**src/sv/ntdf_pkg.sv**
```systemverilog
// Package for the number-to-digit-frames block.
// Holds the shared item type and the digit coding constants; no dependencies.
package ntdf_pkg;

	// Widths of the number, of the point position field and of a digit code.
	localparam int VALUE_W = 16;
	localparam int POINT_W = 3;
	localparam int CODE_W  = 8;

	// Digit codes.
	localparam logic [CODE_W-1:0] BLANK_CODE = 8'h0F;
	localparam logic [CODE_W-1:0] POINT_BIT  = 8'h80;

	// Divide by ten: q = (n * RECIP) >> RECIP_SHIFT is exact for 16-bit n.
	localparam logic [VALUE_W:0] RECIP       = 17'd52429;
	localparam int               RECIP_SHIFT = 19;

	// Part of the number still to convert, with its point position.
	typedef struct packed {
		logic [VALUE_W-1:0] rest;
		logic [POINT_W-1:0] point;
	} ntdf_item_t;

endpackage

```
**src/sv/ntdf_cell.sv**
```systemverilog
// One cell of the digit chain: peels the lowest decimal digit off the number.
// Depends on ntdf_pkg.
module ntdf_cell import ntdf_pkg::*; #(
	parameter int DIGIT_COUNT = 5,
	parameter int INDEX       = 0
) (
	input  logic                          clk,
	input  logic                          arst_n,
	input  logic                          en,
	input  logic                          in_valid,
	input  ntdf_item_t                    in_item,
	input  logic [DIGIT_COUNT*CODE_W-1:0] in_codes,
	output logic                          out_valid,
	output ntdf_item_t                    out_item,
	output logic [DIGIT_COUNT*CODE_W-1:0] out_codes
);

	localparam logic [3:0] IDX   = 4'(INDEX);
	localparam logic [3:0] COUNT = 4'(DIGIT_COUNT);

	logic                          valid_q;
	ntdf_item_t                    item_q;
	logic [DIGIT_COUNT*CODE_W-1:0] codes_q;

	logic [2*VALUE_W-1:0] prod;
	logic [VALUE_W-1:0]   quot;
	logic [VALUE_W-1:0]   quot10;
	logic [VALUE_W-1:0]   remd;
	logic                 has_point;
	logic                 shielded;
	logic                 blank;
	logic [CODE_W-1:0]    code;
	ntdf_item_t           next_item;
	logic [DIGIT_COUNT*CODE_W-1:0] next_codes;

	// Divide by ten through a reciprocal multiply, then form the digit code.
	always_comb begin
		prod      = 32'(in_item.rest) * 32'(RECIP);
		quot      = 16'(prod >> RECIP_SHIFT);
		quot10    = 16'({quot, 3'b000}) + 16'({quot, 1'b0});
		remd      = in_item.rest - quot10;
		has_point = {1'b0, in_item.point} < COUNT;
		shielded  = (IDX == 4'd0) || (has_point && (IDX <= {1'b0, in_item.point}));
		blank     = (in_item.rest == '0) && !shielded;
		next_item = in_item;
		if (blank) begin
			code = BLANK_CODE;
		end else begin
			code = {4'b0000, remd[3:0]};
			next_item.rest = quot;
		end
		if (has_point && ({1'b0, in_item.point} == IDX)) begin
			code = code | POINT_BIT;
		end
		next_codes = in_codes;
		next_codes[INDEX*CODE_W +: CODE_W] = code;
	end

	// Stage valid bit.
	always_ff @(posedge clk or negedge arst_n) begin
		if (!arst_n) begin
			valid_q <= 1'b0;
		end else if (en) begin
			valid_q <= in_valid;
		end
	end

	// Stage payload.
	always_ff @(posedge clk) begin
		if (en) begin
			item_q  <= next_item;
			codes_q <= next_codes;
		end
	end

	assign out_valid = valid_q;
	assign out_item  = item_q;
	assign out_codes = codes_q;

endmodule

```
**src/sv/ntdf_frames.sv**
```systemverilog
// Frame sender: holds a finished set of digit codes and sends one frame per cycle while frame_ready is high.
// Depends on ntdf_pkg.
module ntdf_frames import ntdf_pkg::*; #(
	parameter int DIGIT_COUNT = 5
) (
	input  logic                          clk,
	input  logic                          arst_n,
	input  logic                          load,
	input  logic [DIGIT_COUNT*CODE_W-1:0] codes,
	output logic                          can_take,
	output logic                          frame_valid,
	input  logic                          frame_ready,
	output logic [2:0]                    frame_address,
	output logic [CODE_W-1:0]             frame_code,
	output logic                          frame_last
);

	localparam int IW = (DIGIT_COUNT > 1) ? $clog2(DIGIT_COUNT) : 1;

	logic                          busy_q;
	logic [IW-1:0]                 idx_q;
	logic [DIGIT_COUNT*CODE_W-1:0] codes_q;
	logic [3:0]                    addr_w;
	logic                          sent;

	// Frame fields come from the current digit index.
	always_comb begin
		addr_w        = 4'(idx_q) + 4'd1;
		frame_address = addr_w[2:0];
		frame_code    = codes_q[idx_q*CODE_W +: CODE_W];
		frame_last    = (idx_q == IW'(DIGIT_COUNT - 1));
		frame_valid   = busy_q;
		sent          = busy_q && frame_ready;
		can_take      = !busy_q || (sent && frame_last);
	end

	// Run control: a new set starts at digit 0, otherwise step on each sent frame.
	always_ff @(posedge clk or negedge arst_n) begin
		if (!arst_n) begin
			busy_q <= 1'b0;
			idx_q  <= '0;
		end else if (load) begin
			busy_q <= 1'b1;
			idx_q  <= '0;
		end else if (sent) begin
			if (frame_last) begin
				busy_q <= 1'b0;
				idx_q  <= '0;
			end else begin
				idx_q <= idx_q + IW'(1);
			end
		end
	end

	// Digit codes of the run being sent.
	always_ff @(posedge clk) begin
		if (load) begin
			codes_q <= codes;
		end
	end

endmodule

```
**src/sv/number_to_digit_frames.sv**
```systemverilog
// Number to digit frames: one number in, DIGIT_COUNT display frames out, lowest digit first.
// An accepted item passes the digit chain registers and is loaded into the frame sender.
// The sender sends one frame a cycle while m_tready is high, and takes the next item as it
// sends the last frame; the chain takes a new item every cycle while the sender keeps up.
// Reset: arst_n clears all valid bits and the sender; no item or frame is pending after it.
// Depends on ntdf_pkg, ntdf_cell and ntdf_frames.
module number_to_digit_frames import ntdf_pkg::*; #(
	parameter int DIGIT_COUNT = 5
) (
	input  logic        clk,
	input  logic        arst_n,
	input  logic        s_tvalid,
	output logic        s_tready,
	input  logic [23:0] s_tdata,   // [15:0] value, [18:16] point_position, [23:19] zero
	output logic        m_tvalid,
	input  logic        m_tready,
	output logic [15:0] m_tdata,   // [2:0] digit_address, [10:3] digit_code, [15:11] zero
	output logic        m_tlast
);

	logic                          en;
	logic                          can_take;
	logic                          load;
	logic                          chain_valid [DIGIT_COUNT+1];
	ntdf_item_t                    chain_item  [DIGIT_COUNT+1];
	logic [DIGIT_COUNT*CODE_W-1:0] chain_codes [DIGIT_COUNT+1];
	logic [2:0]                    frame_address;
	logic [CODE_W-1:0]             frame_code;

	// The chain moves whenever its last stage is empty or the sender takes it.
	assign en       = !chain_valid[DIGIT_COUNT] || can_take;
	assign load     = chain_valid[DIGIT_COUNT] && can_take;
	assign s_tready = en;

	// Head of the chain.
	assign chain_valid[0]      = s_tvalid;
	assign chain_item[0].rest  = s_tdata[15:0];
	assign chain_item[0].point = s_tdata[18:16];
	assign chain_codes[0]      = '0;

	// One cell per digit.
	for (genvar g = 0; g < DIGIT_COUNT; g++) begin : g_cell
		ntdf_cell #(
			.DIGIT_COUNT (DIGIT_COUNT),
			.INDEX       (g)
		) u_cell (
			.clk       (clk),
			.arst_n    (arst_n),
			.en        (en),
			.in_valid  (chain_valid[g]),
			.in_item   (chain_item[g]),
			.in_codes  (chain_codes[g]),
			.out_valid (chain_valid[g+1]),
			.out_item  (chain_item[g+1]),
			.out_codes (chain_codes[g+1])
		);
	end

	// Frame sender.
	ntdf_frames #(
		.DIGIT_COUNT (DIGIT_COUNT)
	) u_frames (
		.clk           (clk),
		.arst_n        (arst_n),
		.load          (load),
		.codes         (chain_codes[DIGIT_COUNT]),
		.can_take      (can_take),
		.frame_valid   (m_tvalid),
		.frame_ready   (m_tready),
		.frame_address (frame_address),
		.frame_code    (frame_code),
		.frame_last    (m_tlast)
	);

	assign m_tdata = {5'b00000, frame_code, frame_address};

endmodule
```
**config.mk**
```make
export PLATFORM = sky130hd
export DESIGN_NAME = number_to_digit_frames
export DESIGN_NICKNAME = d
export VERILOG_FILES = /design/src/sv/ntdf_pkg.sv /design/src/sv/ntdf_cell.sv /design/src/sv/ntdf_frames.sv /design/src/sv/number_to_digit_frames.sv
export SDC_FILE = /design/constraint.sdc
export NUM_CORES = 1
export LEC_CHECK = 0
export CORE_MARGIN = 1.5
export CORE_UTILIZATION = 54
export CTS_CLUSTER_SIZE = 10
export DETAILED_ROUTE_END_ITERATION = 8
export DONT_BUFFER_PORTS = 1
export PLACE_DENSITY = 0.69
export SETUP_SLACK_MARGIN = 0.5
export SYNTH_ARGS = -nofsm -noshare
export SYNTH_HDL_FRONTEND = slang
export SYNTH_SLANG_ARGS = --single-unit
```
**constraint.sdc**
```tcl
create_clock -name clk -period 7.35 [get_ports clk]
set_input_delay 1.47 -clock clk [delete_from_list [all_inputs] [get_ports clk]]
set_output_delay 1.47 -clock clk [all_outputs]
set_load 0.02 [all_outputs]
```
==> results of run 1 <==
## worst max path at each step
stage | start | end | slack, ns | cells past startpoint
2_1_floorplan | m_tready | g_cell[0].u_cell.out_valid$_DFFE_PN0P_ | 0.82 | 3
3_3_place_gp | s_tdata[7] | g_cell[0].u_cell.out_item[14]$_DFFE_PP_ | 0.58 | 18
3_5_place_dp | s_tdata[7] | g_cell[0].u_cell.out_item[14]$_DFFE_PP_ | 0.51 | 18
4_1_cts | g_cell[3].u_cell.out_item[10]$_DFFE_PP_ | g_cell[4].u_cell.out_codes[35]$_SDFFCE_PP1P_ | 0.94 | 25
5_1_grt | g_cell[3].u_cell.out_item[7]$_DFFE_PP_ | g_cell[4].u_cell.out_codes[35]$_SDFFCE_PP1P_ | 0.57 | 23
6_report | s_tdata[7] | g_cell[0].u_cell.out_item[14]$_DFFE_PP_ | 0.94 | 18
## cell type report
class	count	area, sq um	area share
timing repair buffer	3	22.5	0.000975
clock inverter	11	93.8	0.00406
tap	525	657	0.0284
clock buffer	21	483	0.0209
multi-input combinational	1222	14400	0.625
inverter	600	2250	0.0975
sequential	173	5150	0.223
## logic make-up (layout without fill, tap and decap cells)
| logic type | count (synthesis) | after routing | share of synthesized area |
|---|---|---|---|
| multiplexers | 18 | 18 | 0.0118 |
| adder cells (fa/ha/maj) | 742 | 742 | 0.516 |
| XOR/XNOR | 73 | 73 | 0.0292 |
| flip-flops | 173 | 173 | 0.235 |
| buffers and inverters | 618 | 635 | 0.107 |
| AO/OA/AOI/OAI | 171 | 171 | 0.0511 |
| other | 1 | 11 | 0.000171 |
| AND/OR/NAND/NOR | 207 | 207 | 0.0490 |
## placed cells by master (no fill, tap or decap), types with 3 or more instances in the layout
cell / instances
sky130_fd_sc_hd__nand2b_1: 13
sky130_fd_sc_hd__conb_1: 11
sky130_fd_sc_hd__nor2b_1: 8
sky130_fd_sc_hd__dfrtp_1: 9
sky130_fd_sc_hd__inv_6: 4
sky130_fd_sc_hd__nand3_1: 17
sky130_fd_sc_hd__o211ai_1: 5
sky130_fd_sc_hd__mux4_2: 5
sky130_fd_sc_hd__xor2_1: 25
sky130_fd_sc_hd__inv_1: 600
sky130_fd_sc_hd__clkbuf_16: 19
sky130_fd_sc_hd__or2_2: 12
sky130_fd_sc_hd__a21o_1: 26
sky130_fd_sc_hd__a31oi_1: 6
sky130_fd_sc_hd__and3_1: 5
sky130_fd_sc_hd__fa_1: 268
sky130_fd_sc_hd__o21ai_0: 40
sky130_fd_sc_hd__o21a_1: 5
sky130_fd_sc_hd__o31ai_1: 3
sky130_fd_sc_hd__nor3b_1: 6
sky130_fd_sc_hd__and2_1: 8
sky130_fd_sc_hd__nand4_1: 18
sky130_fd_sc_hd__nand2_1: 45
sky130_fd_sc_hd__xnor2_1: 48
sky130_fd_sc_hd__edfxtp_1: 164
sky130_fd_sc_hd__ha_1: 474
sky130_fd_sc_hd__or3_1: 5
sky130_fd_sc_hd__nor3_1: 11
sky130_fd_sc_hd__a211oi_1: 5
sky130_fd_sc_hd__a21oi_1: 50
sky130_fd_sc_hd__buf_4: 3
sky130_fd_sc_hd__inv_8: 3
sky130_fd_sc_hd__nor4_1: 3
sky130_fd_sc_hd__nor2_1: 43
sky130_fd_sc_hd__mux2_2: 12
## worst reg2reg max path, stage by stage, from the launching register on
cell and delay (ns):
sky130_fd_sc_hd__edfxtp_1 0.49, sky130_fd_sc_hd__ha_1 0.36, sky130_fd_sc_hd__inv_1 0.06, sky130_fd_sc_hd__fa_1 0.52
sky130_fd_sc_hd__fa_1 0.53, sky130_fd_sc_hd__inv_1 0.05, sky130_fd_sc_hd__fa_1 0.54, sky130_fd_sc_hd__inv_1 0.06
sky130_fd_sc_hd__fa_1 0.50, sky130_fd_sc_hd__inv_1 0.04, sky130_fd_sc_hd__ha_1 0.30, sky130_fd_sc_hd__a21o_1 0.19
sky130_fd_sc_hd__a21o_1 0.17, sky130_fd_sc_hd__a21o_1 0.17, sky130_fd_sc_hd__a21o_1 0.18, sky130_fd_sc_hd__a221oi_2 0.40
sky130_fd_sc_hd__inv_1 0.12, sky130_fd_sc_hd__a21oi_1 0.20, sky130_fd_sc_hd__xnor2_1 0.14, sky130_fd_sc_hd__ha_1 0.18
sky130_fd_sc_hd__xor2_1 0.18, sky130_fd_sc_hd__xnor2_1 0.16, sky130_fd_sc_hd__xnor2_1 0.11, sky130_fd_sc_hd__and3_1 0.20
sky130_fd_sc_hd__nor3_1 0.16, sky130_fd_sc_hd__o21ai_1 0.11
## state kept, by name, indices dropped and copies added, names as in the netlist
name and cells:
g_cell.u_cell.out_item 64, g_cell.u_cell.out_valid 5, u_frames.frame_valid 1, u_frames.idx_q 3, u_frames.codes_q 25, g_cell.u_cell.out_codes 75
## routing by layer
metal / share of wire / global-route usage
met5: 0 / 0
met4: 0.010 / 0.0315
met3: 0.024 / 0.0247
met2: 0.51 / 0.365
met1: 0.46 / 0.277
## metrics by stage
| stage | worst slack (ns) | utilization |
|---|---|---|
| final | 0.935 | 0.580 |
| after global routing | 0.568 | 0.580 |
| after CTS | 0.939 | 0.580 |
| after detailed placement | 0.510 | 0.566 |
| after global placement | 0.576 | 0.566 |
| after floorplan | 0.821 | - |
==> impl.org, run 1 <==
** Run status
- The flow ran to the end, and the final reports show no timing, DRC or antenna violations.

** Floorplanning
- The initial utilization of the core area, before any placement, comes to 0.550.
- Die height :: between 200 and 250 microns
- In this run the horizontal extent of the chip is 204 microns.
- Number of placement rows :: 73
- I/O pin cnt :: 47
- Area of the die :: 41700 sq um
- Core area :: 39800 sq um

** Timing
- The max-slew violation count came to 0.
- Based on the critical path, the design can be clocked at up to 0.156 GHz.
- Final worst clock skew :: 0.0160 ns
- Summed over all failing endpoints, the final setup total negative slack is 0 ns.
- Headroom to the max-slew limit :: 0.231
- Setup violations remaining at the end of the flow were counted as 0.
- The count of final hold-check violations is 0.
- The worst path in the final design needs a cycle of ~6.4 ns, including I/O delays and setup.
- Final worst-path cycle share :: 0.873
- Unrepaired setup endpoints after global routing :: false
- Least-Margin Pin Slew :: 1.15 ns
- The tightest hold path in the finished design has a slack of 0.407 ns.

** Critical path
- Dominant delay contributor by cell family on the critical path :: adder cells
- Kind of launch point of the worst setup path :: primary input
- Peak fanout along the critical path :: 5
- Cell at the slowest stage of the critical path :: sky130_fd_sc_hd__fa_1
- In this run the critical register-to-register path is captured at g_cell[4].u_cell.out_codes[35]$_SDFFCE_PP1P_.
- The worst register-to-register path has a depth of 25.
- Walking the worst path, the cells encountered are ha_1 -> inv_1 -> fa_1 -> inv_1 -> fa_1 -> fa_1 -> fa_1 -> fa_1 -> ha_1 -> a21oi_1 -> o21ai_0 -> or2_2 -> o2bb2ai_1 -> a21oi_1 -> o21a_1 -> o22a_1 -> or4_1 -> nand3_1.
- Register-to-Register Setup Slack :: 0.98 ns
- On the worst path, the slowest cell contributes a delay of between 0.5 and 0.6 ns.
- Arrival time worst endpoint :: between 6 and 7 ns
- Required time of the critical path :: 7.63 ns
- The critical path is of the primary input to flop type.
- Dominant cell type by count on the critical path :: sky130_fd_sc_hd__fa_1
- Crit end category :: flop
- Crit path buffers/inverters :: 2
- In this run the critical register-to-register path is launched from g_cell[3].u_cell.out_item[10]$_DFFE_PP_.

** Clock network
- Number of clock sinks seen by CTS :: 173
- After clock tree synthesis, the clock-pin slew on the worst setup and hold paths is 0.07 ns.
- The number of setup buffers added after CTS is 0.
- Number of hold buffers added after cts :: 0
- The number of clock buffers added by TritonCTS is 17.
- The H-tree was split into 4 levels.
- Clock tree from TritonCTS :: yes
- Clock tree root driver cell :: sky130_fd_sc_hd__clkbuf_16
- Max Root-Sink Buffers :: 2
- After clock tree synthesis, the repair step resized 0 gates.
- Skew-Pair Late Insertion Delay :: 0.43 ns

** Route
- Per-cell routed wire length :: ~16 microns
- Number of routed nets with antenna violations :: 0
- Number of vias in the routed layout :: 12961
- Wire length reported by the detailed router :: 40200 microns
- Using the TritonRoute via totals, the vias-per-cell ratio works out to 5.07.
- Post-detailed-route DRC marker count :: 0
- Detailed Route Iter0 Violations :: 505
- For this run, the detailed router's first-pass iteration total came to 5.

** Logic synthesis
- Synthesis produced a netlist whose cell count is about 2000.
- Synthesis-stage register bit count :: 173
- After synthesis, the cell types taking the most area are sky130_fd_sc_hd__ha_1 27%, sky130_fd_sc_hd__fa_1 25%, sky130_fd_sc_hd__edfxtp_1 23%.
- Ys async rst share :: 0.0520
- The share of the Yosys chip area taken by registers is 0.235.
- Warning count from the yosys run :: 0
- Top-count cell post-synth :: sky130_fd_sc_hd__inv_1
- By count the netlist is led by 600 x sky130_fd_sc_hd__inv_1, 474 x sky130_fd_sc_hd__ha_1, 268 x sky130_fd_sc_hd__fa_1.
- Yosys cell types :: 68
- In this run the cell area of the synthesized design comes to ~22000 sq um.
- Counting flops with a built-in enable in the synthesized netlist gives ~160.
- Area share of the largest cell type after synthesis :: 0.271
- Among all flip-flop cells after synthesis, the most frequent one is sky130_fd_sc_hd__edfxtp_1.
- Post-Syn Area per Cell :: 10.9 sq um
- Cell type with the highest aggregate area in the netlist :: sky130_fd_sc_hd__ha_1

** Place
- Port bufs :: 0
- Cell area reported after detailed placement :: approximately 23000 sq um
- The congestion estimate from routability-driven global placement came to 0.943.
- Once detailed placement completed, the half-perimeter wirelength came to 35500 microns.
- Placed cell count :: ~2500

** GRT
- GRT Total Usage :: 0.207
- Maximum number of pins on one net before global-route repair :: 67
- The via count of the first global-routing pass is approximately 14000.
- Initial antenna violation count :: 0
- After global routing the overflow that remains totals 0.
- The first global-routing pass estimated 68400 microns of wire.

** Final layout
- After the flow finishes, the layout carries non-filler instances totaling 2555.
- Fill cells in the final layout number 3399.
- Antenna diode count :: 0
- Of the cells placed in the final design, the portion with a size suffix greater than 1 is 0.0369.
- For this run, the post-layout net count is 2787.
- Area growth, synth to finish :: 5.57%
- Final instance area :: roughly 23000 sq um

** Hold path
- Source of the worst hold timing path :: g_cell[1].u_cell.out_codes[1]$_DFFE_PP_
- The path with the worst hold slack has its endpoint at g_cell[2].u_cell.out_codes[1]$_DFFE_PP_.
- The path class of the tightest hold or removal check is flop to flop.
- Along the worst hold path, the cell count comes to 0.

** Flow run
- MaxCap Viol Count :: 0
Power of run 1 is left out: the tool's default activity adds up to more than one toggle a clock period on the data nets, which glitch-free logic cannot reach.
==> run 2, diff against run 1 <==
- CORE_UTILIZATION: 54 -> 35
- PLACE_DENSITY: 0.69 -> unset
==> run 2 against run 1 <==
Net effect:
- worst hold slack better by 0.0037 ns
- wire length up 4.5%
- maximum frequency up 0.61%
- highest routed layer unchanged
- register-to-register slack better by 0.06 ns
- flip-flop and latch count unchanged
- core utilization down 20 points
- cell count up 12%
- critical path depth unchanged
- critical endpoint unchanged
- design area up 1.8%
==> impl.org, run 2 (synthesized netlist as in run 1, its figures left out) <==
** Run status
- The run finished with clean final reports.

** Critical path
- Across all register-to-register paths, the minimum setup slack is 1.04 ns.
- Of all nets on the critical path, the largest fanout is 5.
- Worst reg-to-reg path cell count :: 25
- Required time of the critical path :: around 7.6 ns
- Kind of launch point of the worst setup path :: primary input
- The critical path in this run is classified as primary input to flop.
- The endpoint identified for the worst register-to-register timing path is g_cell[4].u_cell.out_codes[35]$_SDFFCE_PP1P_.
- In this run the critical register-to-register path is launched from g_cell[3].u_cell.out_item[10]$_DFFE_PP_.
- STA classifies the critical path endpoint as a flop.
- Data on the critical path arrives at its endpoint at 6.67 ns.

** Final layout
- From synthesis to final layout, the design area changed by 7.46%.
- Number of flip-flops in the largest register :: 75
- Counting the fill cells in the layout gives 6093.
- Commonest cells after routing, fill and taps aside :: 600 x sky130_fd_sc_hd__inv_1, 474 x sky130_fd_sc_hd__ha_1, 268 x sky130_fd_sc_hd__fa_1, 164 x sky130_fd_sc_hd__edfxtp_1, 50 x sky130_fd_sc_hd__a21oi_1
- Antenna diode count :: 0
- Footprint of the flip-flops and latches :: 5150 sq um
- The multi-input combinational cells in the finished layout cover a total of around 14000 sq um.
- The net count of the finished layout is roughly 2800.
- Share of post-route cells with drive strength above 1 :: 0.0379
- The library cell used most frequently in the layout, excluding fill and tap cells, is sky130_fd_sc_hd__inv_1.

** Hold path
- Hold Path End :: g_cell[3].u_cell.out_codes[10]$_DFFE_PP_
- The worst hold path begins at g_cell[2].u_cell.out_codes[10]$_DFFE_PP_.
- The worst hold path passes through 0 cells.
- Tightest Hold Check Type :: flop to flop

** Clock network
- Clock tree from TritonCTS :: yes
- Number of hold buffers added after cts :: 0
- The H-tree was split into 4 levels.
- Clock tree synthesis found a total of 173 sinks.
- In this run, post-CTS repair resized a total of 0 instances.
- Clock-pin slew was measured on the worst setup and hold paths at 0.08 ns.
- Max Root-Sink Buffers :: 2
- Buffers inserted during clock tree synthesis total 17.
- Clock tree synthesis selected as its root buffer the cell sky130_fd_sc_hd__clkbuf_16.
- Skew-Pair Late Insertion Delay :: 0.43 ns
- Post-CTS Setup Bufs :: 0

** GRT
- Met2 Use GR :: 0.236
- Global routing usage on met1 :: 0.189
- Entering global routing, the biggest net connects 89 pins.
- Initial antenna violation count :: 0
- Layer carrying the most global-route usage :: met2
- GR Layer Usage met3 :: 0.0226
- The first global-routing pass estimated 71200 microns of wire.
- Across every metal layer, demand over resource in global routing totals 0.139.
- Congestion Overflow GR :: 0
- Via count of the first global-routing pass :: 14125

** Route
- In the routed layout, each cell is associated on average with a via count of 4.50.
- Number of vias in the routed layout :: between 10000 and 15000
- For this run, design rule violations remaining after detail routing come to 0.
- In this run, the number of DRC markers left after iteration 0 of detailed routing was 436.
- Before antenna repair, the detailed router went through 5 iterations.
- Per-cell routed wire length :: 14.7 microns
- The count of nets left with antenna violations once routing finished came out at 0.
- The routed design has 42100 microns of wire.

** Timing
- Pins Over Slew Limit :: 0
- Hold violation count in the final report :: 0
- Setup repair after global routing left no endpoint under its margin.
- The clock period could shrink to 6.38 ns.
- Final worst-path cycle share :: 0.867
- Least-Margin Pin Slew :: 1.15 ns
- Headroom to the max-slew limit came out at 0.235.
- Highest clock rate :: between 0.15 and 0.2 GHz
- Setup violations remaining at the end of the flow were counted as 0.
- Clock skew on the completed layout was measured at 0.0117 ns.
- Sum Neg Setup Slack :: 0 ns

** Flow run
- Max-cap violations in this run came to 0.

** Floorplanning
- Initial standard-cell utilization of the core :: 0.355
- The die covers 64000 sq um.
- In this run the standard cell core region covers 61700 sq um.
- Number of placement rows :: 91
- From bottom edge to top edge, the die measures 253 microns.
- I/O pin cnt :: 47
- Die outline width :: approximately 250 microns

** Place
- Port buffering added 0 buffers.
- Global placement routability congestion :: 0.899
- DPL Wire Length :: ~37000 microns
## run 2: cell types whose count changed in the layout (fill, tap and decap cells not counted), sizes merged
| cell | change |
|---|---|
| buf | +1 |
| clkbuf | -4 |
| clkinv | +3 |
| inv | +1 |
## run 2: worst max-delay path: stages
cell                        delay, ns
sky130_fd_sc_hd__ha_1            0.33
sky130_fd_sc_hd__inv_1           0.09
sky130_fd_sc_hd__fa_1            0.53
sky130_fd_sc_hd__inv_1           0.05
sky130_fd_sc_hd__fa_1            0.51
sky130_fd_sc_hd__fa_1            0.43
sky130_fd_sc_hd__fa_1            0.51
sky130_fd_sc_hd__fa_1            0.41
sky130_fd_sc_hd__ha_1            0.32
sky130_fd_sc_hd__a21oi_1         0.13
sky130_fd_sc_hd__o21ai_0         0.15
sky130_fd_sc_hd__or2_2           0.30
sky130_fd_sc_hd__o2bb2ai_1       0.29
sky130_fd_sc_hd__a21oi_1         0.15
sky130_fd_sc_hd__o21a_1          0.23
sky130_fd_sc_hd__o22a_1          0.25
sky130_fd_sc_hd__or4_1           0.41
sky130_fd_sc_hd__nand3_1         0.09
## run 2: final cells by class
| class | count | share of cell area |
|---|---|---|
| clock buffer | 17 | 0.0181 |
| sequential | 173 | 0.219 |
| tap | 837 | 0.0445 |
| inverter | 600 | 0.0958 |
| multi-input combinational | 1222 | 0.614 |
| clock inverter | 15 | 0.00708 |
| timing repair buffer | 4 | 0.00128 |
## run 2: per-layer routing
metal / share of wire / vias to the layer above / wire length [microns]
met2: 0.49 / 109 / 20400
met4: 0.0092 / 0 / 386
li1: - / 6447 / -
met5: 0 / - / 0
met3: 0.032 / 34 / 1350
met1: 0.47 / 6330 / 19900
## run 2: how the worst max path moves through the flow
| stage | slack [ns] | endpoint | from | cells after the start |
|---|---|---|---|---|
| floorplan | 0.82 | g_cell[0].u_cell.out_valid$_DFFE_PN0P_ | m_tready | 3 |
| global placement | 0.58 | g_cell[0].u_cell.out_item[14]$_DFFE_PP_ | s_tdata[6] | 20 |
| detailed placement | 0.58 | g_cell[0].u_cell.out_item[14]$_DFFE_PP_ | s_tdata[7] | 18 |
| CTS | 0.98 | g_cell[4].u_cell.out_codes[35]$_SDFFCE_PP1P_ | g_cell[3].u_cell.out_item[10]$_DFFE_PP_ | 25 |
| global route | 0.69 | g_cell[4].u_cell.out_codes[35]$_SDFFCE_PP1P_ | g_cell[3].u_cell.out_item[10]$_DFFE_PP_ | 25 |
| finish | 0.97 | g_cell[0].u_cell.out_item[14]$_DFFE_PP_ | s_tdata[7] | 18 |
## run 2: stage by stage
stage | cells | utilization | hold WS (ns) | worst slack (ns) | area (sq um)
after detailed placement | 2836 | 0.372 | 0.405 | 0.579 | 22900
after CTS | 2868 | 0.381 | 0.415 | 0.980 | 23500
final | 2868 | 0.381 | 0.411 | 0.974 | 23500
after global routing | 2868 | 0.381 | 0.419 | 0.692 | 23500
after global placement | 2836 | 0.372 | 0.400 | 0.581 | 22900
after floorplan | 2013 | - | 0.400 | 0.821 | 21900
Power of run 2 is left out for the same reason.
